--- config.mk ---
export PLATFORM = sky130hd
export DESIGN_NAME = midi_track_event_encoder_unit
export DESIGN_NICKNAME = d
export VERILOG_FILES = /design/src/rtl/core/mte_pkg.sv /design/src/rtl/core/midi_track_event_encoder_unit.sv /design/src/rtl/core/mte_front.sv /design/src/rtl/core/mte_queue.sv /design/src/rtl/core/mte_back.sv
export SDC_FILE = /design/constraint.sdc
export NUM_CORES = 1
export LEC_CHECK = 0
export ABC_AREA = 1
export BUFFER_PORTS_ARGS = -buffer_cell sky130_fd_sc_hd__buf_2
export CORE_MARGIN = 2
export CORE_UTILIZATION = 25
export CTS_CLUSTER_SIZE = 16
export DETAILED_ROUTE_END_ITERATION = 10
export GPL_TIMING_DRIVEN = 0
export SLEW_MARGIN = 15
export SYNTH_ARGS = -nofsm -noshare
export SYNTH_HDL_FRONTEND = slang
export SYNTH_SLANG_ARGS = --single-unit
--- constraint.sdc ---
create_clock -name clk_i -period 5.8 [get_ports clk_i]
set_input_delay 0.58 -clock clk_i [delete_from_list [all_inputs] [get_ports clk_i]]
set_output_delay 0.58 -clock clk_i [all_outputs]
set_load 0.01 [all_outputs]
--- src/rtl/core/mte_pkg.sv ---
// ----------------------------------------------------------------------------
// mte_pkg
// Shared types and constants for the MIDI track event encoder.
// ----------------------------------------------------------------------------
`default_nettype none

package mte_pkg;

  localparam int unsigned MaxBytes     = 7;
  localparam int unsigned QueueDepthDef = 2;

  localparam logic [1:0] OP_CHAN2 = 2'd0;
  localparam logic [1:0] OP_CHAN1 = 2'd1;
  localparam logic [1:0] OP_TEMPO = 2'd2;
  localparam logic [1:0] OP_EOT   = 2'd3;

  localparam logic [7:0] META_PREFIX = 8'hFF;
  localparam logic [7:0] META_TEMPO  = 8'h51;
  localparam logic [7:0] META_EOT    = 8'h2F;
  localparam logic [7:0] TEMPO_LEN   = 8'h03;

  typedef struct packed {
    logic [1:0]  opcode;
    logic [27:0] delta_time;
    logic [3:0]  command;
    logic [3:0]  channel;
    logic [6:0]  data1;
    logic [6:0]  data2;
    logic [23:0] tempo;
  } mte_in_t;

  typedef struct packed {
    logic [7:0] out_byte;
    logic       last;
  } mte_out_t;

  // One encoded event: bytes in file order from index 0, count is 2..7
  typedef struct packed {
    logic [MaxBytes-1:0][7:0] bytes;
    logic [2:0]               count;
  } mte_plan_t;

  typedef struct packed {
    logic full;
    logic empty;
  } mte_q_status_t;

endpackage

`default_nettype wire

--- src/rtl/core/midi_track_event_encoder_unit.sv ---
// ----------------------------------------------------------------------------
// midi_track_event_encoder_unit
// Encodes track events into Standard MIDI File bytes with running status.
// ----------------------------------------------------------------------------
// Path: push writes the plan queue; the plan then loads the output register.
// Throughput: one byte per cycle on the result port while pop is held high;
//   an event has 2 to 7 bytes, and the plan queue lets events enter meanwhile.
// Reset: asynchronous, clears running status, the plan queue and the output.
`default_nettype none

module midi_track_event_encoder_unit import mte_pkg::*; #(
  parameter int unsigned QueueDepth = QueueDepthDef
) (
  input  wire logic    clk_i,
  input  wire logic    rst_ni,
  input  wire logic    push,
  output logic         full,
  input  wire mte_in_t in_i,
  output logic         empty,
  input  wire logic    pop,
  output mte_out_t     out_o
);

  logic          accept;
  logic          q_rd;
  mte_plan_t     wr_plan, rd_plan;
  mte_q_status_t q_status;

  assign full   = q_status.full;
  assign accept = push && !q_status.full;

  mte_front u_front (
    .clk_i    (clk_i),
    .rst_ni   (rst_ni),
    .accept_i (accept),
    .ev_i     (in_i),
    .plan_o   (wr_plan)
  );

  mte_queue #(
    .Depth (QueueDepth)
  ) u_queue (
    .clk_i     (clk_i),
    .rst_ni    (rst_ni),
    .wr_i      (accept),
    .wr_plan_i (wr_plan),
    .rd_i      (q_rd),
    .rd_plan_o (rd_plan),
    .status_o  (q_status)
  );

  mte_back u_back (
    .clk_i     (clk_i),
    .rst_ni    (rst_ni),
    .q_empty_i (q_status.empty),
    .q_plan_i  (rd_plan),
    .q_rd_o    (q_rd),
    .empty     (empty),
    .pop       (pop),
    .out_o     (out_o)
  );

  // idle output picks up a waiting plan at once
  a_load_when_idle: assert property (@(posedge clk_i) disable iff (!rst_ni)
    empty && !q_status.empty |=> !empty)
    else $error("waiting plan not loaded");

  // an event never runs dry before its last byte
  a_no_gap_mid_event: assert property (@(posedge clk_i) disable iff (!rst_ni)
    pop && !empty && !out_o.last |=> !empty)
    else $error("output went empty inside an event");

  // an accepted word lands in the queue
  a_push_lands: assert property (@(posedge clk_i) disable iff (!rst_ni)
    push && !full |=> !q_status.empty)
    else $error("accepted word missing from queue");

endmodule

`default_nettype wire

--- src/rtl/core/mte_front.sv ---
// ----------------------------------------------------------------------------
// mte_front
// Classifies an event, tracks running status and builds its byte plan.
// ----------------------------------------------------------------------------
`default_nettype none

module mte_front import mte_pkg::*; (
  input  wire logic      clk_i,
  input  wire logic      rst_ni,
  input  wire logic      accept_i,
  input  wire mte_in_t   ev_i,
  output mte_plan_t      plan_o
);

  logic [7:0] status_q, status_d;
  logic [7:0] status;
  logic       is_chan;
  logic       emit_status;
  logic [2:0] vlq_len;
  logic [3:0][7:0] vlq_bytes;

  assign is_chan     = (ev_i.opcode == OP_CHAN2) || (ev_i.opcode == OP_CHAN1);
  assign status      = {ev_i.command, ev_i.channel};
  assign emit_status = (status != status_q);

  always_comb begin
    if (ev_i.delta_time[27:21] != 7'd0) begin
      vlq_len = 3'd4;
    end else if (ev_i.delta_time[20:14] != 7'd0) begin
      vlq_len = 3'd3;
    end else if (ev_i.delta_time[13:7] != 7'd0) begin
      vlq_len = 3'd2;
    end else begin
      vlq_len = 3'd1;
    end
  end

  // group i carries bits 7i+6..7i, continuation set on all but group 0
  assign vlq_bytes[0] = {1'b0, ev_i.delta_time[6:0]};
  assign vlq_bytes[1] = {1'b1, ev_i.delta_time[13:7]};
  assign vlq_bytes[2] = {1'b1, ev_i.delta_time[20:14]};
  assign vlq_bytes[3] = {1'b1, ev_i.delta_time[27:21]};

  always_comb begin
    logic [2:0] j;
    plan_o = '0;
    j      = '0;
    case (ev_i.opcode)
      OP_CHAN2, OP_CHAN1: begin
        for (int k = 0; k < MaxBytes; k++) begin
          if (3'(k) < vlq_len) begin
            plan_o.bytes[k] = vlq_bytes[2'(vlq_len - 3'(k) - 3'd1)];
          end else begin
            j = 3'(k) - vlq_len;
            if (emit_status) begin
              if (j == 3'd0) plan_o.bytes[k] = status;
              else if (j == 3'd1) plan_o.bytes[k] = {1'b0, ev_i.data1};
              else if (j == 3'd2) plan_o.bytes[k] = {1'b0, ev_i.data2};
            end else begin
              if (j == 3'd0) plan_o.bytes[k] = {1'b0, ev_i.data1};
              else if (j == 3'd1) plan_o.bytes[k] = {1'b0, ev_i.data2};
            end
          end
        end
        plan_o.count = vlq_len + {2'b00, emit_status} + 3'd1
                     + {2'b00, (ev_i.opcode == OP_CHAN2)};
      end
      OP_TEMPO: begin
        plan_o.bytes[0] = 8'h00;
        plan_o.bytes[1] = META_PREFIX;
        plan_o.bytes[2] = META_TEMPO;
        plan_o.bytes[3] = TEMPO_LEN;
        plan_o.bytes[4] = ev_i.tempo[23:16];
        plan_o.bytes[5] = ev_i.tempo[15:8];
        plan_o.bytes[6] = ev_i.tempo[7:0];
        plan_o.count    = 3'd7;
      end
      default: begin
        plan_o.bytes[0] = 8'h00;
        plan_o.bytes[1] = META_PREFIX;
        plan_o.bytes[2] = META_EOT;
        plan_o.bytes[3] = 8'h00;
        plan_o.count    = 3'd4;
      end
    endcase
  end

  // meta events clear running status
  always_comb begin
    status_d = status_q;
    if (accept_i) begin
      status_d = is_chan ? status : 8'h00;
    end
  end

  always_ff @(posedge clk_i or negedge rst_ni) begin
    if (!rst_ni) begin
      status_q <= 8'h00;
    end else begin
      status_q <= status_d;
    end
  end

endmodule

`default_nettype wire

--- src/rtl/core/mte_queue.sv ---
// ----------------------------------------------------------------------------
// mte_queue
// Short queue of byte plans between the front and the back.
// ----------------------------------------------------------------------------
`default_nettype none

module mte_queue import mte_pkg::*; #(
  parameter int unsigned Depth = QueueDepthDef
) (
  input  wire logic      clk_i,
  input  wire logic      rst_ni,
  input  wire logic      wr_i,
  input  wire mte_plan_t wr_plan_i,
  input  wire logic      rd_i,
  output mte_plan_t      rd_plan_o,
  output mte_q_status_t  status_o
);

  localparam int unsigned PtrW = (Depth > 1) ? $clog2(Depth) : 1;
  localparam int unsigned CntW = $clog2(Depth + 1);

  mte_plan_t mem_q [Depth];
  logic [PtrW-1:0] wptr_q, wptr_d, rptr_q, rptr_d;
  logic [CntW-1:0] cnt_q, cnt_d;

  assign status_o.full  = (cnt_q == CntW'(Depth));
  assign status_o.empty = (cnt_q == '0);
  assign rd_plan_o      = mem_q[rptr_q];

  always_comb begin
    wptr_d = wptr_q;
    rptr_d = rptr_q;
    cnt_d  = cnt_q;
    if (wr_i) begin
      wptr_d = (wptr_q == PtrW'(Depth - 1)) ? '0 : wptr_q + PtrW'(1);
    end
    if (rd_i) begin
      rptr_d = (rptr_q == PtrW'(Depth - 1)) ? '0 : rptr_q + PtrW'(1);
    end
    if (wr_i && !rd_i) begin
      cnt_d = cnt_q + CntW'(1);
    end else if (rd_i && !wr_i) begin
      cnt_d = cnt_q - CntW'(1);
    end
  end

  always_ff @(posedge clk_i) begin
    if (wr_i) begin
      mem_q[wptr_q] <= wr_plan_i;
    end
  end

  always_ff @(posedge clk_i or negedge rst_ni) begin
    if (!rst_ni) begin
      wptr_q <= '0;
      rptr_q <= '0;
      cnt_q  <= '0;
    end else begin
      wptr_q <= wptr_d;
      rptr_q <= rptr_d;
      cnt_q  <= cnt_d;
    end
  end

endmodule

`default_nettype wire

--- src/rtl/core/mte_back.sv ---
// ----------------------------------------------------------------------------
// mte_back
// Serializes one byte plan into result words, one byte per word.
// ----------------------------------------------------------------------------
`default_nettype none

module mte_back import mte_pkg::*; (
  input  wire logic      clk_i,
  input  wire logic      rst_ni,
  input  wire logic      q_empty_i,
  input  wire mte_plan_t q_plan_i,
  output logic           q_rd_o,
  output logic           empty,
  input  wire logic      pop,
  output mte_out_t       out_o
);

  logic [MaxBytes-1:0][7:0] bytes_q, bytes_d;
  logic [2:0] rem_q, rem_d;
  logic       valid_q, valid_d;
  logic       take, fin;

  assign take   = valid_q && pop;
  assign fin    = take && (rem_q == 3'd1);
  assign q_rd_o = (!valid_q || fin) && !q_empty_i;

  assign empty          = !valid_q;
  assign out_o.out_byte = bytes_q[0];
  assign out_o.last     = (rem_q == 3'd1);

  always_comb begin
    bytes_d = bytes_q;
    rem_d   = rem_q;
    valid_d = valid_q;
    if (q_rd_o) begin
      bytes_d = q_plan_i.bytes;
      rem_d   = q_plan_i.count;
      valid_d = 1'b1;
    end else if (take) begin
      bytes_d = {8'h00, bytes_q[MaxBytes-1:1]};
      rem_d   = rem_q - 3'd1;
      if (fin) valid_d = 1'b0;
    end
  end

  always_ff @(posedge clk_i) begin
    bytes_q <= bytes_d;
  end

  always_ff @(posedge clk_i or negedge rst_ni) begin
    if (!rst_ni) begin
      valid_q <= 1'b0;
      rem_q   <= '0;
    end else begin
      valid_q <= valid_d;
      rem_q   <= rem_d;
    end
  end

endmodule

`default_nettype wire

==> flow_summary.json <==
{
  "core_area_mm2": 0.04176,
  "r2r_cells": 11,
  "cts_buffers": 17,
  "power_density_mw_per_mm2": 402.2,
  "grt_pass1_wl_um": 55880,
  "clk_pin_slew_worst_paths_ns": 0.07,
  "start_util_pct": 25.17,
  "synth.net_count": 1297,
  "layout.cells.non_filler": 1867,
  "grt_pass1_vias": 8954,
  "die_y_um": 209.1,
  "grt_max_degree": 36,
  "synth-seq-cells": 190,
  "yosys_warnings": 0,
  "synth_xor_area_share_pct": 0.9999,
  "status": "finished clean",
  "period_needed_ns": 4.121,
  "clock-sinks": 190,
  "cts_resized": 0,
  "worst_slack_ns": 1.679,
  "clock.fmax_mhz": 242.7,
  "synthDistinctLibCells": 43,
  "pre_cts_slack_ns": 1.370,
  "r2r_slack_ns": 2.65,
  "crit_fanout": 10,
  "max_stage_delay_ns": 0.41,
  "io_pins": 91,
  "viasPerCell": 4.957,
  "worst_path_most_repeated_cell": "o21ai_0",
  "fin_hold_ws_ns": 0.07076,
  "ant_nets": 0,
  "slowest_stage": "ha_1",
  "crit_required_ns": 5.95,
  "area_growth_pct": 17.20,
  "die_width_um": 209.1,
  "endpoint_kind": "flip-flop",
  "leakagePower_nw": 4.963,
  "setup_viol": 0,
  "cts-root-buf": "clkbuf_16",
  "synth-simple-area-share_pct": 22.62,
  "yosysSeqAreaShare_pct": 53.52,
  "finClkSkew_ns": 0.01333,
  "hold_class": "input port to asynchronous set/reset pin",
  "synth_compound_area_share_pct": 14.08,
  "hpwlAfterDp_um": 28720,
  "drt_iter0_markers": 729,
  "startpoint_type": "input port",
  "cts_max_level": 4,
  "power.total_mw": 4.955,
  "rsz0062_at_grt": "false",
  "drc": 0,
  "synth_area_per_cell_um2": 8.745,
  "cts_setup_buffers": 0,
  "grt_use_total_pct": 17.15,
  "die-area_mm2": 0.04370,
  "final_core_util_pct": 29.50,
  "report.final.slew_viol_count": 0,
  "syn_area_mm2": 0.01051,
  "place_inst": 1835,
  "fin_crit_sh_pct": 71.05,
  "synth-adder-area-share_pct": 1.857,
  "setup_tns_ns": 0,
  "fin_nets": 1410,
  "antenna_found_initial": 1,
  "rr_endpoint": "u_queue.mem_q[1][2]",
  "drt-total-wl_um": 37430,
  "design_area_mm2": 0.01232,
  "relSlewSlack_pct": 48.65,
  "grt-ovfl-total": 0,
  "hold_viol": 0,
  "cp.arrival_ns": 4.27,
  "tightest_slew_ns": 0.7651,
  "clockBufferDepth": 2,
  "worstReg2RegStart": "u_front.status_q[7]",
  "path_cells": "buf_2 > nor2_1 > nand2_2 > inv_1 > nand2_4 > clkbuf_1 > nor2_1 > inv_1 > ha_1 > ha_1 > nand2_1 > clkbuf_1 > o21ai_0 > o21ai_0 > o21ai_0 > o21ai_0 > nand2_1",
  "place_congestion": 0.9639,
  "firstDrtPassIters": 5,
  "portBuffers": 89,
  "clk_latency_ns": 0.44,
  "wire_per_inst_um": 20.05,
  "insertedDiodeCount": 0,
  "cts_hold_buffers": 0,
  "num_rows": 75,
  "syn_inst": 1202,
  "cts_tree": "done",
  "postPlaceCellArea_mm2": 0.01175,
  "vdd_ir_drop_max_mv": 0.2364,
  "vias": 9254,
  "synth_top_family_by_area": "simple AND/OR/NAND/NOR gates",
  "cap_viol_max_count": 0,
  "path_class": "input port to flip-flop",
  "drive_gt1_share_pct": 14.91,
  "synthMuxAreaShare_pct": 0
}
==> logic make-up (layout without fill, tap and decap cells) <==
logic type,after synthesis,count (layout)
AOI/OAI and AO/OA,258,258
xor gates and xnor gates,12,12
adders and majority gates,15,15
buffers and inverters,166,292
DFF,190,190
and+or+nand+nor,561,561
==> state kept, by name (all words and copies together), names as in the netlist <==
signal,count
u_back.bytes_q,48
u_back.out_o,8
u_back.rem_q,3
u_back.valid_q,1
u_front.status_q,8
u_queue.cnt_q,2
u_queue.mem_q,118
u_queue.rptr_q,1
u_queue.wptr_q,1
==> worst max-delay path by stage <==
stage	slack, ns	startpoint	cells after the start	endpoint
after floorplan	1.90	push	3	u_queue.mem_q[0][0]
after global placement	0.007	push	4	u_queue.mem_q[0][6]
after detailed placement	1.37	in_i[68]	17	u_queue.mem_q[1][37]
after CTS	1.81	in_i[68]	17	u_queue.mem_q[0][37]
final	1.68	in_i[68]	17	u_queue.mem_q[1][37]
after global routing	1.50	in_i[68]	17	u_queue.mem_q[0][37]
==> power by group <==
| part | switching, mW | internal [mW] |
|---|---|---|
| Combinational | 1.07 | 0.489 |
| Sequential | 0.145 | 2.12 |
| Clock | 0.526 | 0.601 |
| Total | 1.75 | 3.21 |
==> worst max-delay path: cells and delay by family <==
kind | cells | cell delay (ns)
compound gates | 4 | 0.71
fa+ha+maj | 2 | 0.78
buf+inv | 5 | 1.10
simple gates | 6 | 1.08
==> synthesized netlist by cell type (all sizes together) <==
master	n	area [um^2]
fa	1	20.02
a22o	6	52.55
xor2	10	87.58
buf	40	252.7
o221ai	3	26.28
a211oi	1	7.510
or2	1	6.260
o32ai	1	8.760
nor3	6	30.03
o22ai	8	50.05
clkbuf	35	131.4
xnor2	2	17.52
a31oi	59	369.1
inv	88	332.8
o211ai	15	112.6
clkinv	3	11.26
ha	14	175.2
nand2	357	1389
nand4	1	6.260
nand3b	3	22.52
o21ai	101	509.2
a21oi	56	280.3
nor2	102	457.9
o2111ai	3	26.28
o31ai	5	37.54
edfxtp	174	5225
dfrtp	16	400.4
nand3	91	465.5
==> cell usage in the layout (no fill, tap or decap), types with 5 or more instances in the layout <==
cell type / count
o21ai_1: 19
buf_12: 5
xor2_1: 10
clkbuf_1: 36
nor2_4: 7
buf_4: 10
nor3_1: 6
clkbuf_16: 17
o211ai_1: 15
o22ai_1: 8
nand2_1: 346
nand2_2: 7
buf_2: 114
a31oi_1: 59
clkinv_1: 5
nor2_1: 91
o31ai_1: 5
o21ai_0: 81
a22o_1: 6
ha_1: 14
nand3_1: 89
a21oi_1: 56
edfxtp_1: 174
inv_2: 9
inv_1: 78
dfrtp_1: 16
==> layer usage <==
layer | part of all wire, % | track usage (%)
met1 | 41 | 21.89
met5 | 0.016 | 0
met3 | 6.6 | 2.795
met2 | 49 | 29.46
met4 | 2.9 | 5.911
==> area by class of cell <==
| class | instances | area (um^2) |
|---|---|---|
| repair buffers | 94 | 545.5 |
| flip-flops and latches | 190 | 5625 |
| well taps | 539 | 674.4 |
| inverters | 91 | 344.1 |
| clock buffers | 18 | 429.2 |
| multi-input cells | 846 | 4180 |
| plain buffers | 75 | 384.1 |
| clock inverters | 14 | 136.4 |
| fillers | 4393 | 29440 |
Power figures use the tool's default switching activity.
